[src/hdl/pcm_pkg.sv]
// shared types and constants for the pwm capture to motion block
package pcm_pkg;

  localparam int unsigned TIME_WIDTH_DEF = 32;
  localparam int unsigned EDGE_TIME_W    = 32;
  localparam int unsigned QUOT_W         = 36;
  localparam int unsigned CNT_W          = 6;
  localparam int unsigned CFG_IDX_W      = 4;
  localparam int unsigned CFG_DATA_W     = 16;

  localparam int unsigned ITER_FREQ  = 28;
  localparam int unsigned ITER_SPEED = 36;
  localparam int unsigned ITER_DUTY  = 15;
  localparam int unsigned ITER_FRAC  = 17;

  localparam logic [27:0] FREQ_NUM    = 28'd256000000;
  localparam logic [19:0] SPEED_NUM   = 20'd1000000;
  localparam logic [19:0] GRAVITY_Q16 = 20'd642689;

  localparam logic [CFG_DATA_W-1:0] SPEED_SCALE_RST = 16'd128;
  localparam logic [CFG_DATA_W-1:0] ACCEL_MAX_G_RST = 16'd1024;

  typedef enum logic [CFG_IDX_W-1:0] {
    REG_SPEED_SCALE = 4'd0,
    REG_ACCEL_MAX_G = 4'd1
  } pcm_reg_e;

  typedef struct packed {
    logic [EDGE_TIME_W-1:0] edge_time_us;
    logic                   new_level;
  } pcm_in_t;

  typedef struct packed {
    logic        wave_valid;
    logic [27:0] frequency_q8;
    logic [14:0] duty_q8;
    logic [35:0] speed_q8;
    logic [19:0] accel_q8;
  } pcm_out_t;

  typedef struct packed {
    logic             start;
    logic [CNT_W-1:0] iters;
  } pcm_div_ctl_t;

  typedef struct packed {
    logic              done;
    logic [QUOT_W-1:0] quot;
  } pcm_div_rsp_t;

endpackage

[src/hdl/pcm_div.sv]
// shared shift-subtract divider, one quotient bit per cycle
module pcm_div #(
  parameter int unsigned TIME_WIDTH = pcm_pkg::TIME_WIDTH_DEF
) (
  input  logic                       clk_i,
  input  logic                       rst_ni,
  input  pcm_pkg::pcm_div_ctl_t      ctl_i,
  input  logic [TIME_WIDTH-1:0]      rinit_i,
  input  logic [pcm_pkg::QUOT_W-1:0] num_i,
  input  logic [TIME_WIDTH-1:0]      den_i,
  output pcm_pkg::pcm_div_rsp_t      rsp_o
);
  import pcm_pkg::*;

  logic                  busy_q, busy_d;
  logic                  done_q, done_d;
  logic [CNT_W-1:0]      cnt_q, cnt_d;
  logic [TIME_WIDTH-1:0] r_q, r_d;
  logic [TIME_WIDTH-1:0] den_q, den_d;
  logic [QUOT_W-1:0]     num_q, num_d;
  logic [QUOT_W-1:0]     quot_q, quot_d;
  logic [TIME_WIDTH:0]   rs;
  logic [TIME_WIDTH:0]   rs_sub;
  logic                  ge;

  assign rs     = {r_q, num_q[QUOT_W-1]};
  assign ge     = rs >= {1'b0, den_q};
  assign rs_sub = rs - {1'b0, den_q};

  always_comb begin
    busy_d = busy_q;
    done_d = 1'b0;
    cnt_d  = cnt_q;
    r_d    = r_q;
    den_d  = den_q;
    num_d  = num_q;
    quot_d = quot_q;
    if (ctl_i.start) begin
      busy_d = 1'b1;
      cnt_d  = ctl_i.iters;
      r_d    = rinit_i;
      den_d  = den_i;
      num_d  = num_i;
      quot_d = '0;
    end else if (busy_q) begin
      r_d    = ge ? rs_sub[TIME_WIDTH-1:0] : rs[TIME_WIDTH-1:0];
      num_d  = {num_q[QUOT_W-2:0], 1'b0};
      quot_d = {quot_q[QUOT_W-2:0], ge};
      cnt_d  = cnt_q - CNT_W'(1);
      if (cnt_q == CNT_W'(1)) begin
        busy_d = 1'b0;
        done_d = 1'b1;
      end
    end
  end

  always_ff @(posedge clk_i or negedge rst_ni) begin
    if (!rst_ni) begin
      busy_q <= 1'b0;
      done_q <= 1'b0;
      cnt_q  <= '0;
    end else begin
      busy_q <= busy_d;
      done_q <= done_d;
      cnt_q  <= cnt_d;
    end
  end

  always_ff @(posedge clk_i) begin
    r_q    <= r_d;
    den_q  <= den_d;
    num_q  <= num_d;
    quot_q <= quot_d;
  end

  assign rsp_o.done = done_q;
  assign rsp_o.quot = quot_q;

endmodule

[src/hdl/pcm_seq.sv]
// edge state, sequencer over the shared divider, accel product and result register
module pcm_seq #(
  parameter int unsigned TIME_WIDTH = pcm_pkg::TIME_WIDTH_DEF
) (
  input  logic                           clk_i,
  input  logic                           rst_ni,
  input  logic                           in_valid_i,
  output logic                           in_ready_o,
  input  pcm_pkg::pcm_in_t               in_data_i,
  output logic                           out_valid_o,
  input  logic                           out_ready_i,
  output pcm_pkg::pcm_out_t              out_data_o,
  input  logic [pcm_pkg::CFG_DATA_W-1:0] speed_scale_i,
  input  logic [pcm_pkg::CFG_DATA_W-1:0] accel_max_g_i,
  output pcm_pkg::pcm_div_ctl_t          div_ctl_o,
  output logic [TIME_WIDTH-1:0]          div_rinit_o,
  output logic [pcm_pkg::QUOT_W-1:0]     div_num_o,
  output logic [TIME_WIDTH-1:0]          div_den_o,
  input  pcm_pkg::pcm_div_rsp_t          div_rsp_i
);
  import pcm_pkg::*;

  localparam int unsigned DUTY_NUM_W = TIME_WIDTH + ITER_DUTY;

  typedef enum logic [5:0] {
    S_IDLE = 6'b000001,
    S_CHK  = 6'b000010,
    S_DIV  = 6'b000100,
    S_MUL1 = 6'b001000,
    S_MUL2 = 6'b010000,
    S_FIN  = 6'b100000
  } pcm_state_e;

  typedef enum logic [1:0] {
    OP_FREQ  = 2'd0,
    OP_SPEED = 2'd1,
    OP_DUTY  = 2'd2,
    OP_FRAC  = 2'd3
  } pcm_op_e;

  pcm_state_e state_q, state_d;
  pcm_op_e    op_q, op_d;
  pcm_op_e    start_op;

  logic [TIME_WIDTH-1:0] rise_q, rise_d;
  logic [TIME_WIDTH-1:0] period_q, period_d;
  logic [TIME_WIDTH-1:0] high_q, high_d;
  logic                  seen_q, seen_d;
  logic                  known_q, known_d;
  logic                  ok_q, ok_d;
  logic                  out_valid_q, out_valid_d;

  logic [27:0] freq_q, freq_d;
  logic [35:0] speed_q, speed_d;
  logic [14:0] duty_q, duty_d;
  logic [16:0] frac_q, frac_d;
  logic [32:0] prod1_q, prod1_d;
  logic [52:0] prod2_q, prod2_d;
  pcm_out_t    out_q, out_d;

  logic                  accept;
  logic [TIME_WIDTH-1:0] now;
  logic [TIME_WIDTH-1:0] elapsed;
  logic                  ok;
  logic                  launch;
  logic                  out_free;
  logic [DUTY_NUM_W-1:0] duty_num;
  logic [QUOT_W-1:0]     speed_num;

  assign accept   = in_valid_i && in_ready_o;
  assign now      = TIME_WIDTH'(in_data_i.edge_time_us);
  assign elapsed  = now - rise_q;
  assign ok       = known_q && (period_q != '0) && (high_q <= period_q);
  assign out_free = !out_valid_q || out_ready_i;

  assign duty_num  = (DUTY_NUM_W'(high_q) << 14) + (DUTY_NUM_W'(high_q) << 13)
                   + (DUTY_NUM_W'(high_q) << 10);
  assign speed_num = QUOT_W'(SPEED_NUM) * QUOT_W'(speed_scale_i);

  always_comb begin
    start_op = OP_FREQ;
    if (state_q != S_CHK) begin
      case (op_q)
        OP_FREQ:  start_op = OP_SPEED;
        OP_SPEED: start_op = OP_DUTY;
        default:  start_op = OP_FRAC;
      endcase
    end
  end

  assign launch = (state_q == S_CHK && ok)
               || (state_q == S_DIV && div_rsp_i.done && op_q != OP_FRAC);

  always_comb begin
    div_ctl_o.start = launch;
    div_ctl_o.iters = CNT_W'(ITER_FREQ);
    div_rinit_o     = '0;
    div_num_o       = QUOT_W'(FREQ_NUM) << (QUOT_W - ITER_FREQ);
    unique case (start_op)
      OP_FREQ: begin
        div_ctl_o.iters = CNT_W'(ITER_FREQ);
      end
      OP_SPEED: begin
        div_ctl_o.iters = CNT_W'(ITER_SPEED);
        div_num_o       = speed_num;
      end
      OP_DUTY: begin
        div_ctl_o.iters = CNT_W'(ITER_DUTY);
        div_rinit_o     = duty_num[DUTY_NUM_W-1:ITER_DUTY];
        div_num_o       = QUOT_W'(duty_num[ITER_DUTY-1:0]) << (QUOT_W - ITER_DUTY);
      end
      OP_FRAC: begin
        div_ctl_o.iters = CNT_W'(ITER_FRAC);
        div_rinit_o     = high_q >> 1;
        div_num_o       = {high_q[0], {(QUOT_W-1){1'b0}}};
      end
      default: begin
        div_ctl_o.iters = CNT_W'(ITER_FREQ);
      end
    endcase
  end

  assign div_den_o = period_q;

  always_comb begin
    state_d     = state_q;
    op_d        = op_q;
    rise_d      = rise_q;
    period_d    = period_q;
    high_d      = high_q;
    seen_d      = seen_q;
    known_d     = known_q;
    ok_d        = ok_q;
    out_valid_d = out_valid_q;
    freq_d      = freq_q;
    speed_d     = speed_q;
    duty_d      = duty_q;
    frac_d      = frac_q;
    prod1_d     = prod1_q;
    prod2_d     = prod2_q;
    out_d       = out_q;

    if (out_valid_q && out_ready_i) begin
      out_valid_d = 1'b0;
    end
    if (launch) begin
      op_d = start_op;
    end

    unique case (state_q)
      S_IDLE: begin
        if (accept) begin
          if (in_data_i.new_level) begin
            if (seen_q) begin
              period_d = elapsed;
              known_d  = 1'b1;
            end
            rise_d = now;
            seen_d = 1'b1;
          end else if (seen_q) begin
            high_d = elapsed;
          end
          state_d = S_CHK;
        end
      end
      S_CHK: begin
        ok_d    = ok;
        state_d = ok ? S_DIV : S_FIN;
      end
      S_DIV: begin
        if (div_rsp_i.done) begin
          unique case (op_q)
            OP_FREQ:  freq_d  = div_rsp_i.quot[27:0];
            OP_SPEED: speed_d = div_rsp_i.quot;
            OP_DUTY:  duty_d  = div_rsp_i.quot[14:0];
            OP_FRAC:  frac_d  = div_rsp_i.quot[16:0];
            default:  freq_d  = freq_q;
          endcase
          if (op_q == OP_FRAC) begin
            state_d = S_MUL1;
          end
        end
      end
      S_MUL1: begin
        prod1_d = 33'(frac_q) * 33'(accel_max_g_i);
        state_d = S_MUL2;
      end
      S_MUL2: begin
        prod2_d = 53'(prod1_q) * 53'(GRAVITY_Q16);
        state_d = S_FIN;
      end
      S_FIN: begin
        if (out_free) begin
          if (ok_q) begin
            out_d.wave_valid   = 1'b1;
            out_d.frequency_q8 = freq_q;
            out_d.duty_q8      = duty_q;
            out_d.speed_q8     = speed_q;
            out_d.accel_q8     = prod2_q[51:32];
          end else begin
            out_d = '0;
          end
          out_valid_d = 1'b1;
          state_d     = S_IDLE;
        end
      end
      default: begin
        state_d = S_IDLE;
      end
    endcase
  end

  always_ff @(posedge clk_i or negedge rst_ni) begin
    if (!rst_ni) begin
      state_q     <= S_IDLE;
      op_q        <= OP_FREQ;
      rise_q      <= '0;
      period_q    <= '0;
      high_q      <= '0;
      seen_q      <= 1'b0;
      known_q     <= 1'b0;
      ok_q        <= 1'b0;
      out_valid_q <= 1'b0;
    end else begin
      state_q     <= state_d;
      op_q        <= op_d;
      rise_q      <= rise_d;
      period_q    <= period_d;
      high_q      <= high_d;
      seen_q      <= seen_d;
      known_q     <= known_d;
      ok_q        <= ok_d;
      out_valid_q <= out_valid_d;
    end
  end

  always_ff @(posedge clk_i) begin
    freq_q  <= freq_d;
    speed_q <= speed_d;
    duty_q  <= duty_d;
    frac_q  <= frac_d;
    prod1_q <= prod1_d;
    prod2_q <= prod2_d;
    out_q   <= out_d;
  end

  assign in_ready_o  = (state_q == S_IDLE);
  assign out_valid_o = out_valid_q;
  assign out_data_o  = out_q;

endmodule

[src/hdl/pwm_capture_to_motion.sv]
// pwm capture to motion top level: config registers, sequencer and shared divider
// for a valid wave the shared divider yields one quotient bit per cycle over four divisions (96 bits)
// items are taken one at a time: a new item is accepted only once the previous one has left the sequencer
// reset: asynchronous active low, clears edge state, restores default scale registers
module pwm_capture_to_motion #(
  parameter int unsigned TIME_WIDTH = pcm_pkg::TIME_WIDTH_DEF
) (
  input  logic                           clk_i,
  input  logic                           rst_ni,
  input  logic                           in_valid_i,
  output logic                           in_ready_o,
  input  pcm_pkg::pcm_in_t               in_data_i,
  output logic                           out_valid_o,
  input  logic                           out_ready_i,
  output pcm_pkg::pcm_out_t              out_data_o,
  input  logic                           cfg_valid_i,
  output logic                           cfg_ready_o,
  input  logic [pcm_pkg::CFG_IDX_W-1:0]  cfg_index_i,
  input  logic [pcm_pkg::CFG_DATA_W-1:0] cfg_data_i
);
  import pcm_pkg::*;

  logic [CFG_DATA_W-1:0] speed_scale_q, speed_scale_d;
  logic [CFG_DATA_W-1:0] accel_max_g_q, accel_max_g_d;
  pcm_div_ctl_t          div_ctl;
  pcm_div_rsp_t          div_rsp;
  logic [TIME_WIDTH-1:0] div_rinit;
  logic [QUOT_W-1:0]     div_num;
  logic [TIME_WIDTH-1:0] div_den;

  assign cfg_ready_o = 1'b1;

  always_comb begin
    speed_scale_d = speed_scale_q;
    accel_max_g_d = accel_max_g_q;
    if (cfg_valid_i && cfg_ready_o) begin
      unique case (cfg_index_i)
        REG_SPEED_SCALE: speed_scale_d = cfg_data_i;
        REG_ACCEL_MAX_G: accel_max_g_d = cfg_data_i;
        default:         speed_scale_d = speed_scale_q;
      endcase
    end
  end

  always_ff @(posedge clk_i or negedge rst_ni) begin
    if (!rst_ni) begin
      speed_scale_q <= SPEED_SCALE_RST;
      accel_max_g_q <= ACCEL_MAX_G_RST;
    end else begin
      speed_scale_q <= speed_scale_d;
      accel_max_g_q <= accel_max_g_d;
    end
  end

  pcm_seq #(
    .TIME_WIDTH(TIME_WIDTH)
  ) u_seq (
    .clk_i        (clk_i),
    .rst_ni       (rst_ni),
    .in_valid_i   (in_valid_i),
    .in_ready_o   (in_ready_o),
    .in_data_i    (in_data_i),
    .out_valid_o  (out_valid_o),
    .out_ready_i  (out_ready_i),
    .out_data_o   (out_data_o),
    .speed_scale_i(speed_scale_q),
    .accel_max_g_i(accel_max_g_q),
    .div_ctl_o    (div_ctl),
    .div_rinit_o  (div_rinit),
    .div_num_o    (div_num),
    .div_den_o    (div_den),
    .div_rsp_i    (div_rsp)
  );

  pcm_div #(
    .TIME_WIDTH(TIME_WIDTH)
  ) u_div (
    .clk_i  (clk_i),
    .rst_ni (rst_ni),
    .ctl_i  (div_ctl),
    .rinit_i(div_rinit),
    .num_i  (div_num),
    .den_i  (div_den),
    .rsp_o  (div_rsp)
  );

endmodule

[config.mk]
export PLATFORM = sky130hd
export DESIGN_NAME = pwm_capture_to_motion
export DESIGN_NICKNAME = d
export VERILOG_FILES = /design/src/hdl/pcm_pkg.sv /design/src/hdl/pcm_div.sv /design/src/hdl/pcm_seq.sv /design/src/hdl/pwm_capture_to_motion.sv
export SDC_FILE = /design/constraint.sdc
export NUM_CORES = 2
export LEC_CHECK = 0
export BUFFER_PORTS_ARGS = -buffer_cell sky130_fd_sc_hd__buf_2
export CAP_MARGIN = 5
export CELL_PAD_IN_SITES_DETAIL_PLACEMENT = 1
export CELL_PAD_IN_SITES_GLOBAL_PLACEMENT = 1
export CORE_ASPECT_RATIO = 0.5
export CORE_UTILIZATION = 44
export CTS_CLUSTER_DIAMETER = 150
export DETAILED_ROUTE_END_ITERATION = 6
export PLACE_DENSITY_LB_ADDON = 0.1
export SYNTH_ARGS = -nofsm -noshare
export SYNTH_HDL_FRONTEND = slang
export SYNTH_HIERARCHICAL = 1
export SYNTH_SLANG_ARGS = --single-unit
[constraint.sdc]
create_clock -name clk_i -period 6.7 [get_ports clk_i]
set_input_delay 2.01 -clock clk_i [delete_from_list [all_inputs] [get_ports clk_i]]
set_output_delay 2.01 -clock clk_i [all_outputs]
set_load 0.01 [all_outputs]
==> summary.txt <==
Clock tree
  – CTS H-tree lvls: 2
  – Clock root buffer: clkbuf_16
  – Worst skew pair latency: 0.65 ns
  – Clock buffer depth: 3
  – Clock-pin slew on the worst setup and hold paths: 0.06 ns
  – CTS buffer count: 54
  – Clk sinks: 533
  – Post-CTS Hold Buffers: 0
  – CTS tree: built

Synthesis
  – Post-synth top area share: 0.221
  – Register area share after synthesis: 0.314
  – Most instantiated cells after synthesis: inv_1, ha_1, fa_1
  – Largest cells by area after synthesis: edfxtp_1, fa_1, ha_1
  – Largest family of logic cells by synthesized area: adder cells
  – Post-synthesis xor/xnor area fraction: 0.0293
  – Post-synthesis cell area: ~47000 sq um
  – Syn avg cell area: about 11 sq um
  – Synthesis-stage register bit count: 533
  – Post-synth ARST share: 0.278
  – Mux contribution to synthesized area: 0.0507
  – Most common cell in the synthesized netlist: inv_1
  – Compound-Gate Fraction of Synth Area: 0.0838
  – EDFF count, synth: 349
  – Yosys Warn Count: 6
  – Synth Area in Adders: 0.360
  – Top FF cell, synth: edfxtp_1
  – Leading area contributor after synthesis: edfxtp_1
  – Simple-gate share of the synthesized area: 0.0988
  – Unique masters post-synth: between 90 and 100
  – Cells after synthesis: 4293

Timing
  – Worst setup margin: roughly 0.17 ns
  – # setup viols final: 0
  – Max-slew headroom: 0.290
  – Fin crit share: 0.974
  – Fin Clk Skew: 0.0335 ns
  – Fmax: 0.153 GHz
  – Final Hold Fails: 0
  – TNS Setup: 0 ns
  – Final Max Tran Viols: 0
  – Fin crit period: 6.53 ns
  – Transition time of the tightest slew-check pin: 1.04 ns

Placement
  – I/O Buffers: 159
  – Setup WS pre-CTS: 0.0178 ns
  – Dpl hpwl: 94500 um
  – GP Congestion: between 0.8 and 0.9

Worst setup path
  – Crit path kind: reg -> reg
  – Req. time, crit path: slightly above 7 ns
  – R2R depth: 21
  – CP max FO: 8
  – Startpoint types: flip-flop
  – Critical Path End Type: flip-flop
  – CP arrival: 6.89 ns

Die
  – Die area: 109000 sq um
  – Die height: 234 um
  – Chip Width: 467 um
  – Rows: 84
  – I/O pin cnt: approximately 160
  – Placeable Area: 106000 sq um
  – Initial cell density of the core: 0.448

Run status
  – Status: completed

Final layout
  – Layout area overhead: 10.2%
  – # nets final: around 5600
  – Fraction of layout cells with a size suffix above 1: 0.133
  – Diode count: 0

Global route
  – Global-route wire length before repair: 188000 um
  – Number of global-route vias before repair: 34100
  – Antenna violations before repair: 3
  – Largest net degree at the start of global routing: 165
  – Total gr overflow: 0
  – GRT Overall Usage: 0.218

Routing
  – Avg WL per Cell: 19.6 um
  – Detail Route Antenna Nets: 0
  – Final wirelength: 117000 um
  – TritonRoute pass-1 iters: 7
  – DRC violations left: 0
  – Overall via count from detail_route: about 31000
  – DR vias/cell: 5.25
  – Drt initial violations: 1425

Hold path
  – Hold path depth: 0
  – Hold Path Class: reg -> reg

Run
  – Max-capacitance violation count: 0
-- cells in the final DEF, fill, tap and decap left out, types with 23 or more instances in the layout --
cell and instances:
and2_1 230, dfrtp_1 138, xor2_1 67, buf_2 159
nand2_1 278, nand3_1 38, nor2_1 181, mux2i_1 40
nor3_1 41, dfxtp_1 36, edfxtp_1 349, nand4_1 34
buf_4 110, nor2b_1 24, xnor2_1 92, fa_1 491
o21ai_0 129, clkbuf_16 58, a21oi_1 174, a21o_1 115
inv_1 640, o21bai_1 23, mux2_2 165, o21a_1 23
ha_1 578
-- layer usage --
metal	vias to the layer above	part of all wire	track usage
li1	14800	-	-
met1	16100	0.46	0.286
met2	261	0.51	0.392
met3	120	0.018	0.0204
met4	0	0.018	0.0420
met5	-	0	0
-- worst max-delay path: stages (launching register included) --
cell and delay, ns:
edfxtp_1 0.60, buf_4 0.24, fa_1 0.44, ha_1 0.32, fa_1 0.46, fa_1 0.52
inv_1 0.05, fa_1 0.47, inv_1 0.04, ha_1 0.27, ha_1 0.28, ha_1 0.31
a21o_1 0.21, a21oi_1 0.22, nor2b_1 0.10, a2111oi_1 0.47, o21ai_0 0.18, nand2_1 0.20
o31a_1 0.35, o21ai_0 0.21, a21oi_1 0.21, xnor2_1 0.08
-- area by class of cell --
type,count,area (sq um)
clock inverter,32,277
timing repair buffer,276,1730
inverter,641,2410
sequential,533,14900
fill,11400,53700
tap,1419,1780
multi-input combinational,2995,29700
clock buffer,70,1550
-- stage by stage --
step / area, sq um / util / hold slack (ns) / std cells
after floorplan: 47500 / - / 0.408 / 4298
after global placement: 50300 / 0.474 / 0.417 / 5842
after detailed placement: 50300 / 0.474 / 0.418 / 5842
after CTS: 52100 / 0.492 / 0.436 / 5944
after global routing: 52300 / 0.494 / 0.451 / 5966
final: 52300 / 0.494 / 0.435 / 5966
-- kinds of logic after synthesis --
family	count (synthesis)
mux	215
flops	533
fa+ha+maj	1072
xor+xnor	159
buf+inv	770
simple gates	933
compound gates	609
other cells	2
-- flip-flops by register name (all words and copies together) (netlist names), 15 cells and up --
signal / count
accel_max_g_q: 16
speed_scale_q: 16
u_div/den_q: 32
u_div/num_q: 36
u_div/quot_q: 36
u_div/r_q: 32
u_seq/div_den_o: 32
u_seq/duty_q: 15
u_seq/frac_q: 17
u_seq/freq_q: 28
u_seq/high_q: 32
u_seq/out_data_o: 100
u_seq/prod1_q: 33
u_seq/prod2_q: 20
u_seq/rise_q: 32
u_seq/speed_q: 36
-- path summary, 6_finish.rpt --
path	slack [ns]	to	from
min in group asynchronous	1.36	u_seq/rise_q[14]$_DFFE_PN0P_	rst_ni
max in group asynchronous	4.33	u_seq/high_q[18]$_DFFE_PN0P_	rst_ni
min reg2reg	0.44	u_seq/speed_q[35]$_DFFE_PP_	u_div/quot_q[35]$_SDFFE_PP0P_
min	0.44	u_seq/speed_q[35]$_DFFE_PP_	u_div/quot_q[35]$_SDFFE_PP0P_
max	0.17	u_seq/prod2_q[47]$_DFFE_PP_	u_seq/prod1_q[17]$_DFFE_PN_
max reg2reg	0.17	u_seq/prod2_q[47]$_DFFE_PP_	u_seq/prod1_q[17]$_DFFE_PN_
-- timing repair --
| item | CTS | global route |
|---|---|---|
| gates resized for setup | 0 | 17 |
| endpoints found under the setup margin | 0 | 14 |
| endpoints found under the hold margin | 0 | 0 |
| setup buffers | 0 | 22 |
Power is left out: the tool's default activity adds up to more than one toggle a clock period on the data nets, which glitch-free logic cannot reach.
